File: src/hdl/wsd_pkg.sv
// ----------------------------------------------------------------------------
// wsd_pkg : websocket deframer shared types
// Opcodes, result kinds and the result record passed from parser to output.
// ----------------------------------------------------------------------------
`default_nettype none

package wsd_pkg;

  // frame opcodes
  localparam logic [3:0] OP_CONT  = 4'h0;
  localparam logic [3:0] OP_TEXT  = 4'h1;
  localparam logic [3:0] OP_BIN   = 4'h2;
  localparam logic [3:0] OP_CLOSE = 4'h8;
  localparam logic [3:0] OP_PING  = 4'h9;
  localparam logic [3:0] OP_PONG  = 4'hA;

  // result kinds
  localparam logic [1:0] KIND_DATA    = 2'd0;
  localparam logic [1:0] KIND_CTRL    = 2'd1;
  localparam logic [1:0] KIND_EMPTY   = 2'd2;
  localparam logic [1:0] KIND_BAD_OP  = 2'd3;

  // configuration register indexes
  localparam logic REG_DELIVER_BINARY = 1'b0;

  typedef struct packed {
    logic [1:0]  kind;
    logic [7:0]  data_byte;
    logic [3:0]  opcode;
    logic        last;
    logic [15:0] close_status;
  } wsd_result_t;

endpackage : wsd_pkg

`default_nettype wire

File: src/hdl/wsd_parser.sv
// ----------------------------------------------------------------------------
// wsd_parser : websocket frame header decode and payload unmask
// Holds the frame and message state; gives at most one result per byte.
// ----------------------------------------------------------------------------
`default_nettype none

module wsd_parser #(
  parameter int LENGTH_BITS = 64
) (
  input  wire logic               clk,
  input  wire logic               rst_n,
  input  wire logic               byte_valid,
  input  wire logic [7:0]         rx_byte,
  input  wire logic               deliver_binary,
  output wsd_pkg::wsd_result_t    res,
  output logic                    res_valid
);

  typedef enum logic [4:0] {
    PH_HDR0    = 5'b00001,
    PH_HDR1    = 5'b00010,
    PH_EXTLEN  = 5'b00100,
    PH_MASK    = 5'b01000,
    PH_PAYLOAD = 5'b10000
  } phase_t;

  localparam logic [LENGTH_BITS-1:0] LEN_MAX     = '1;
  localparam logic [LENGTH_BITS-1:0] LEN_MAX_SHR = LEN_MAX >> 8;

  phase_t                  phase_r, phase_nxt;
  logic [3:0]              hdr_cnt_r, hdr_cnt_nxt;
  logic                    fin_r, fin_nxt;
  logic                    masked_r, masked_nxt;
  logic [3:0]              frame_op_r, frame_op_nxt;
  // length on entry to payload, then bytes still to come
  logic [LENGTH_BITS-1:0]  len_r, len_nxt;
  logic [31:0]             key_r, key_nxt;
  logic [3:0]              msg_type_r, msg_type_nxt;
  logic                    msg_active_r, msg_active_nxt;
  logic [15:0]             status_r, status_nxt;
  logic                    stopped_r, stopped_nxt;
  logic [1:0]              idx_r, idx_nxt;      // payload index mod 4
  logic                    wrap_r, wrap_nxt;    // payload index has passed 3

  logic [3:0]              eff_op;
  logic                    is_ctrl;
  logic [3:0]              hdr_cnt_dec;
  logic [LENGTH_BITS-1:0]  ext_len;
  logic [LENGTH_BITS-1:0]  hdr_len;
  logic                    hdr_done;
  logic [7:0]              key_byte;
  logic [7:0]              plain;
  logic                    at_end;
  logic                    first_byte;
  logic                    second_byte;
  logic                    op_ok;

  always_comb begin
    if (frame_op_r == wsd_pkg::OP_CONT) begin
      eff_op = msg_active_r ? msg_type_r : wsd_pkg::OP_CONT;
    end else begin
      eff_op = frame_op_r;
    end
  end

  assign is_ctrl     = frame_op_r[3];
  assign hdr_cnt_dec = hdr_cnt_r - 4'd1;
  assign ext_len     = (len_r > LEN_MAX_SHR) ? LEN_MAX
                                             : {len_r[LENGTH_BITS-9:0], rx_byte};
  assign at_end      = (len_r == LENGTH_BITS'(1));
  assign first_byte  = (idx_r == 2'd0) && !wrap_r;
  assign second_byte = (idx_r == 2'd1) && !wrap_r;

  always_comb begin
    unique case (idx_r)
      2'd0:    key_byte = key_r[31:24];
      2'd1:    key_byte = key_r[23:16];
      2'd2:    key_byte = key_r[15:8];
      default: key_byte = key_r[7:0];
    endcase
  end

  assign plain = masked_r ? (rx_byte ^ key_byte) : rx_byte;

  assign op_ok = (rx_byte[3:0] == wsd_pkg::OP_CONT)  || (rx_byte[3:0] == wsd_pkg::OP_TEXT) ||
                 (rx_byte[3:0] == wsd_pkg::OP_BIN)   || (rx_byte[3:0] == wsd_pkg::OP_CLOSE) ||
                 (rx_byte[3:0] == wsd_pkg::OP_PING)  || (rx_byte[3:0] == wsd_pkg::OP_PONG);

  always_comb begin
    phase_nxt      = phase_r;
    hdr_cnt_nxt    = hdr_cnt_r;
    fin_nxt        = fin_r;
    masked_nxt     = masked_r;
    frame_op_nxt   = frame_op_r;
    len_nxt        = len_r;
    key_nxt        = key_r;
    msg_type_nxt   = msg_type_r;
    msg_active_nxt = msg_active_r;
    status_nxt     = status_r;
    stopped_nxt    = stopped_r;
    idx_nxt        = idx_r;
    wrap_nxt       = wrap_r;
    res_valid      = 1'b0;
    res            = '0;
    hdr_done       = 1'b0;
    hdr_len        = len_r;

    if (byte_valid && !stopped_r) begin
      unique case (phase_r)
        PH_HDR0: begin
          fin_nxt      = rx_byte[7];
          frame_op_nxt = rx_byte[3:0];
          status_nxt   = '0;
          if (!op_ok) begin
            stopped_nxt = 1'b1;
            res_valid   = 1'b1;
            res.kind    = wsd_pkg::KIND_BAD_OP;
            res.opcode  = rx_byte[3:0];
          end else begin
            phase_nxt = PH_HDR1;
          end
        end
        PH_HDR1: begin
          masked_nxt = rx_byte[7];
          key_nxt    = '0;
          if (rx_byte[6:1] == 6'h3f) begin
            // 126 or 127: extended length follows
            hdr_cnt_nxt = rx_byte[0] ? 4'd8 : 4'd2;
            len_nxt     = '0;
            phase_nxt   = PH_EXTLEN;
          end else begin
            len_nxt = LENGTH_BITS'(rx_byte[6:0]);
            if (rx_byte[7]) begin
              hdr_cnt_nxt = 4'd4;
              phase_nxt   = PH_MASK;
            end else begin
              hdr_done = 1'b1;
              hdr_len  = LENGTH_BITS'(rx_byte[6:0]);
            end
          end
        end
        PH_EXTLEN: begin
          len_nxt     = ext_len;
          hdr_cnt_nxt = hdr_cnt_dec;
          if (hdr_cnt_dec == 4'd0) begin
            if (masked_r) begin
              hdr_cnt_nxt = 4'd4;
              phase_nxt   = PH_MASK;
            end else begin
              hdr_done = 1'b1;
              hdr_len  = ext_len;
            end
          end
        end
        PH_MASK: begin
          key_nxt     = {key_r[23:0], rx_byte};
          hdr_cnt_nxt = hdr_cnt_dec;
          if (hdr_cnt_dec == 4'd0) begin
            hdr_done = 1'b1;
            hdr_len  = len_r;
          end
        end
        PH_PAYLOAD: begin
          if (frame_op_r == wsd_pkg::OP_CLOSE) begin
            if (first_byte) begin
              status_nxt = {plain, 8'h00};
            end else if (second_byte) begin
              status_nxt = {status_r[15:8], plain};
            end
          end
          if ((eff_op == wsd_pkg::OP_TEXT) ||
              ((eff_op == wsd_pkg::OP_BIN) && deliver_binary)) begin
            res_valid     = 1'b1;
            res.kind      = wsd_pkg::KIND_DATA;
            res.data_byte = plain;
            res.opcode    = eff_op;
            res.last      = at_end && fin_r;
          end else if ((eff_op == wsd_pkg::OP_CLOSE) || (eff_op == wsd_pkg::OP_PING)) begin
            res_valid     = 1'b1;
            res.kind      = wsd_pkg::KIND_CTRL;
            res.data_byte = plain;
            res.opcode    = eff_op;
            res.last      = at_end;
            if ((eff_op == wsd_pkg::OP_CLOSE) && !first_byte) begin
              res.close_status = status_nxt;
            end
          end
          if (!at_end) begin
            len_nxt = len_r - LENGTH_BITS'(1);
            idx_nxt = idx_r + 2'd1;
            if (idx_r == 2'd3) begin
              wrap_nxt = 1'b1;
            end
          end
        end
        default: begin
          phase_nxt = PH_HDR0;
        end
      endcase

      // header complete: either an empty-frame event or on to the payload
      if (hdr_done) begin
        if (hdr_len == '0) begin
          res_valid  = 1'b1;
          res.kind   = wsd_pkg::KIND_EMPTY;
          res.opcode = eff_op;
          res.last   = is_ctrl || ((eff_op != wsd_pkg::OP_CONT) && fin_r);
        end else begin
          phase_nxt = PH_PAYLOAD;
          idx_nxt   = 2'd0;
          wrap_nxt  = 1'b0;
        end
      end

      // frame finished: settle the message state
      if ((hdr_done && (hdr_len == '0)) || ((phase_r == PH_PAYLOAD) && at_end)) begin
        if (!is_ctrl) begin
          if (frame_op_r != wsd_pkg::OP_CONT) begin
            msg_type_nxt   = frame_op_r;
            msg_active_nxt = !fin_r;
          end else if (msg_active_r && fin_r) begin
            msg_active_nxt = 1'b0;
          end
        end
        phase_nxt   = PH_HDR0;
        idx_nxt     = 2'd0;
        wrap_nxt    = 1'b0;
        hdr_cnt_nxt = 4'd0;
      end
    end
  end

  always_ff @(posedge clk) begin
    if (!rst_n) begin
      phase_r      <= PH_HDR0;
      hdr_cnt_r    <= '0;
      fin_r        <= 1'b0;
      masked_r     <= 1'b0;
      frame_op_r   <= '0;
      len_r        <= '0;
      key_r        <= '0;
      msg_type_r   <= '0;
      msg_active_r <= 1'b0;
      status_r     <= '0;
      stopped_r    <= 1'b0;
      idx_r        <= '0;
      wrap_r       <= 1'b0;
    end else begin
      phase_r      <= phase_nxt;
      hdr_cnt_r    <= hdr_cnt_nxt;
      fin_r        <= fin_nxt;
      masked_r     <= masked_nxt;
      frame_op_r   <= frame_op_nxt;
      len_r        <= len_nxt;
      key_r        <= key_nxt;
      msg_type_r   <= msg_type_nxt;
      msg_active_r <= msg_active_nxt;
      status_r     <= status_nxt;
      stopped_r    <= stopped_nxt;
      idx_r        <= idx_nxt;
      wrap_r       <= wrap_nxt;
    end
  end

endmodule : wsd_parser

`default_nettype wire

File: src/hdl/websocket_frame_deframer_core.sv
// ----------------------------------------------------------------------------
// websocket_frame_deframer_core : websocket receive deframer
// Parses frame headers, unmasks payload, reassembles message bytes.
// ----------------------------------------------------------------------------
//  channel  | ports          | beat contents
//  ---------+----------------+------------------------------------------------
//  in       | in_t*          | one raw stream byte
//  out      | out_t*         | data/control byte, empty-frame event or error
//  cfg      | cfg_p*         | deliver_binary at byte address 0
//
// One byte is taken per cycle; its result, if any, is in the output register
// on the next cycle. The output register is the only buffer: input stalls
// only while a result is held and out_tready is low. Header, length and mask
// state is updated as each byte is taken. Synchronous active-low reset; no
// initialisation pass. A bad opcode stops the parser until reset.
// ----------------------------------------------------------------------------
`default_nettype none

module websocket_frame_deframer_core #(
  parameter int LENGTH_BITS = 64
) (
  input  wire logic        clk,
  input  wire logic        rst_n,
  // input stream
  input  wire logic        in_tvalid,
  output logic             in_tready,
  input  wire logic [7:0]  in_tdata,      // [7:0] rx_byte
  // result stream
  output logic             out_tvalid,
  input  wire logic        out_tready,
  output logic [31:0]      out_tdata,     // [7:0] data_byte, [11:8] opcode,
                                          // [27:12] close_status, [31:28] zero
  output logic [1:0]       out_tuser,     // [1:0] kind
  output logic             out_tlast,     // last
  // configuration
  input  wire logic        cfg_psel,
  input  wire logic        cfg_penable,
  input  wire logic        cfg_pwrite,
  input  wire logic [2:0]  cfg_paddr,
  input  wire logic [31:0] cfg_pwdata,
  output logic [31:0]      cfg_prdata,
  output logic             cfg_pready
);

  logic                 deliver_binary_r;
  logic                 in_accept;
  logic                 res_valid;
  wsd_pkg::wsd_result_t res;
  logic                 out_valid_r;
  wsd_pkg::wsd_result_t out_r;

  // configuration port
  assign cfg_pready = 1'b1;

  always_ff @(posedge clk) begin
    if (!rst_n) begin
      deliver_binary_r <= 1'b0;
    end else if (cfg_psel && cfg_penable && cfg_pwrite &&
                 (cfg_paddr[2] == wsd_pkg::REG_DELIVER_BINARY)) begin
      deliver_binary_r <= cfg_pwdata[0];
    end
  end

  always_comb begin
    cfg_prdata = '0;
    if (cfg_paddr[2] == wsd_pkg::REG_DELIVER_BINARY) begin
      cfg_prdata[0] = deliver_binary_r;
    end
  end

  assign in_tready = !out_valid_r || out_tready;
  assign in_accept = in_tvalid && in_tready;

  wsd_parser #(
    .LENGTH_BITS (LENGTH_BITS)
  ) u_parser (
    .clk            (clk),
    .rst_n          (rst_n),
    .byte_valid     (in_accept),
    .rx_byte        (in_tdata),
    .deliver_binary (deliver_binary_r),
    .res            (res),
    .res_valid      (res_valid)
  );

  // output register
  always_ff @(posedge clk) begin
    if (!rst_n) begin
      out_valid_r <= 1'b0;
    end else if (res_valid) begin
      out_valid_r <= 1'b1;
    end else if (out_tready) begin
      out_valid_r <= 1'b0;
    end
  end

  always_ff @(posedge clk) begin
    if (res_valid) begin
      out_r <= res;
    end
  end

  assign out_tvalid = out_valid_r;
  assign out_tdata  = {4'h0, out_r.close_status, out_r.opcode, out_r.data_byte};
  assign out_tuser  = out_r.kind;
  assign out_tlast  = out_r.last;

endmodule : websocket_frame_deframer_core

`default_nettype wire

File: config.mk
export PLATFORM = sky130hd
export DESIGN_NAME = websocket_frame_deframer_core
export DESIGN_NICKNAME = d
export VERILOG_FILES = /design/src/hdl/wsd_pkg.sv /design/src/hdl/wsd_parser.sv /design/src/hdl/websocket_frame_deframer_core.sv
export SDC_FILE = /design/constraint.sdc
export NUM_CORES = 1
export LEC_CHECK = 0
export BUFFER_PORTS_ARGS = -buffer_cell sky130_fd_sc_hd__buf_2
export CAP_MARGIN = 10
export CELL_PAD_IN_SITES_DETAIL_PLACEMENT = 0
export CELL_PAD_IN_SITES_GLOBAL_PLACEMENT = 1
export CORE_ASPECT_RATIO = 0.9
export CORE_MARGIN = 2
export CORE_UTILIZATION = 30
export DETAILED_ROUTE_END_ITERATION = 8
export PLACE_DENSITY = 0.6
export SLEW_MARGIN = 20
export SYNTH_ARGS = -nofsm -noshare
export SYNTH_HDL_FRONTEND = slang
export SYNTH_SLANG_ARGS = --single-unit
export TNS_END_PERCENT = 30
File: constraint.sdc
create_clock -name clk -period 5 [get_ports clk]
set_clock_uncertainty 0.15 [all_clocks]
set_input_delay 0.75 -clock clk [delete_from_list [all_inputs] [get_ports clk]]
set_output_delay 0.75 -clock clk [all_outputs]
set_load 0.005 [all_outputs]
==> summary.txt <==
Global routing
  • First-pass GRT wire length: 47400 µm
  • Total grt overflow: 0
  • Largest net degree at the start of global routing: 92
  • GRT Util Overall: 17.8%
  • Initial antenna violation count: 1
  • Vias in the first global route: just over 8000

Detailed routing
  • Via count: approximately 9000
  • Routed vias/inst: 5.42
  • Final ANT Viol Nets: 0
  • Drt first pass iters: 5
  • Drt wl/cell: ~18 µm
  • Starting DRC count in detailed routing: 746
  • DR DRC count: 0
  • WL final: 29300 µm

Job
  • Max_cap viols: 0

Floorplan
  • Die area: ~33000 µm²
  • Die Y: ~170 µm
  • Core Area: 31100 µm²
  • Die width: 192 µm
  • Rows: just over 60
  • Starting density of the core: 30.6%
  • # IOs: 120

Yosys
  • Register area share after synthesis: about two fifths
  • Mean post-synth cell area: 7.67 µm²
  • Synth top area share: about 29%
  • Synth top area cells: dfxtp_1 29%, edfxtp_1 9.8%, nor2_1 8.2%
  • Post-synthesis xor/xnor area fraction: approximately 1.0%
  • Synth Area in Adders: 1.05%
  • Synth Area in Compound Gates: between 20% and 30%
  • Post-synth top area cell: dfxtp_1
  • Largest family of logic cells by synthesized area: compound AO/OA/AOI/OAI gates
  • Mux contribution to synthesized area: 0.738%
  • Post-synth top flop: dfxtp_1
  • Post-synth ARST share: 0%
  • Post-synthesis register bit count: 168
  • Synth Instances: approximately 1200
  • Post-synth EDFFs: 31
  • Simple-Gate Fraction of Synth Area: 24.2%
  • Synth warn: 0
  • Cell area after synthesis: 9500 µm²
  • Synth unique cells: 65

Critical path
  • Crit end category: flop
  • Worst path required time: approximately 5000 ps
  • RR Startpoint: u_parser.len_r[25]
  • Worst EP arrival: 4160 ps
  • Type of element launching the critical path: flop
  • Worst R2R Setup Slack: just over 800 ps
  • Crit Path Class: reg2reg
  • R2R Path End: out_tdata[10]
  • Crit Path Max Fanout: 31
  • R2R cell count: 9

Clocking
  • Post-CTS Resized: 0
  • CTS tree: yes
  • H-tree lvl count: 4
  • Clock-pin slew on the worst setup and hold paths: 70 ps
  • Post-CTS Setup Inserts: 0
  • Hold_buf cts: 0
  • Sink Count: between 150 and 200
  • Clock buffer depth: 2
  • Worst skew pair latency: about 440 ps
  • Cts bufs inserted: 17
  • CTS root buffer: clkbuf_16

Final layout
  • Post-route insts no fill: 1662
  • Final net count: 1298
  • Final instance area: 10500 µm²
  • Share of cells above drive strength 1: 10.4%
  • Syn-to-layout area delta: 10.8%
  • Final core occ: 33.9%
  • Diode count: 0

Timing
  • Final slew viol count: 0
  • Worst slew pin tran: 814 ps
  • Post-route minimum period: 4170 ps
  • Final setup fails: 0
  • Fmax: ~240 MHz
  • Hold WS: roughly 330 ps
  • Final hold vios: 0
  • Max-slew headroom: approximately 45%
  • Setup tns final: 0 ps
  • Final period util: 83.5%
  • RSZ-0062 raised after global routing: no

Place
  • Estimated wirelength of the detail-placed design: 18800 µm
  • Dpl cells: roughly 1600
  • Placer Congestion: 0.817
  • IO Port Bufs: 50
  • Placed instance area: between 9000 and 10000 µm²

Power
  • Leak Pwr: 3.68 nW
  • Power Dens Cells: 281 nW/µm²
  • Peak supply drop: ~0.23 mV

Worst hold path
  • Worst hold path type: reg2reg
  • Hold depth: 1
  • Hold_sp: u_parser.msg_type_r[1]
  • Min-Delay Endpoint: u_parser.msg_type_r[1]

Outcome
  • Run status: completed
==> per-stage QoR <==
stage | total power, mW | setup WS (ps)
after floorplan | 1.60 | 758
after global placement | 1.66 | 870
after detailed placement | 1.67 | 843
after CTS | 3.00 | 838
after global routing | 3.07 | 673
final | 2.95 | 826
==> state kept, by name, indices dropped and copies added, names as in the netlist <==
name,count
u_parser.msg_active_r,1
u_parser.key_r,32
u_parser.stopped_r,1
u_parser.fin_r,1
u_parser.status_r,16
out_tdata,28
deliver_binary_r,1
u_parser.hdr_cnt_r,4
u_parser.phase_r,5
u_parser.msg_type_r,3
u_parser.masked_r,1
out_tuser,2
u_parser.wrap_r,1
u_parser.len_r,64
u_parser.idx_r,2
out_tvalid,1
u_parser.frame_op_r,4
out_tlast,1
==> layout by cell type, fill, tap and decap left out, types with 6 or more instances in the layout <==
master and instances:
a222oi_1 8, nand2_1 103, a21oi_1 90, or3_1 16, a211oi_1 9, conb_1 36, inv_1 13, nand3b_1 9
mux2i_1 7, clkbuf_16 17, ha_1 8, buf_2 50, nand3_1 25, or4_1 11, edfxtp_1 31, nand2b_1 6
and2_1 13, o211ai_1 7, o41ai_1 10, dfxtp_1 137, nor2_1 206, o31ai_1 24, o21ai_0 141, nor4_1 26
and3_1 7, nor2b_1 6, nor3_1 40, buf_4 23, a22oi_1 66, xor2_1 7, a31oi_1 11
==> metal layers <==
metal  global-route usage, %  vias up  routed length (µm)
li1                        -     4458                   -
met1                    26.8     4320               15100
met2                    26.2      199               12500
met3                    2.58       25                1230
met4                    4.55        0                 447
met5                       0        -                   0
==> worst max path at each step <==
stage                             from            end  slack (ps)  cells past startpoint
floorplan           u_parser.len_r[25]   out_tdata[0]         760                     10
global placement    u_parser.len_r[25]  out_tdata[14]         870                      9
detailed placement  u_parser.len_r[25]  out_tdata[14]         840                      9
CTS                 u_parser.len_r[25]   out_tdata[9]         840                      9
global route        u_parser.len_r[25]  out_tdata[11]         670                      9
finish              u_parser.len_r[25]  out_tdata[10]         830                      9
==> final cells by class <==
| type | count | area [µm²] |
|---|---|---|
| timing repair buffer | 75 | 463 |
| clock buffer | 17 | 425 |
| fill | 3335 | 20500 |
| sequential | 168 | 3670 |
| inverter | 14 | 53.8 |
| clock inverter | 15 | 154 |
| multi-input combinational | 964 | 5240 |
| tap | 409 | 512 |
==> worst max-delay path: stages, from the launching register on <==
cell and delay (ps):
dfxtp_1 380, or4_1 710, or4_4 580, or4_4 580
or4_1 430, nand2_1 100, nand3_1 260, a31o_2 360
inv_1 90, buf_12 200
==> cells in the mapped netlist, drive strengths merged (14+ instances only) <==
cell      n
or4      14
nor3     40
o21ai   149
nor4     26
nor2    207
o31ai    24
buf      53
a22oi    66
a21oi    90
nand2   105
edfxtp   31
nand3    25
clkbuf   74
dfxtp   137
or3      16
inv      14
==> power by group <==
group          switching [mW]  total (mW)  internal [mW]
sequential             0.0155        1.42           1.40
combinational           0.149       0.212         0.0628
clock                   0.652        1.32          0.669
total                   0.817        2.95           2.14
==> kinds of logic (layout without fill, tap and decap cells) <==
group           after synthesis  count (layout)
compound gates              408             408
fa+ha+maj                     8               8
other cells                   2              36
flops                       168             168
simple gates                494             494
xor+xnor                     11              11
mux                           7               7
buf+inv                     141             121
(Power assumes the default switching activity.)
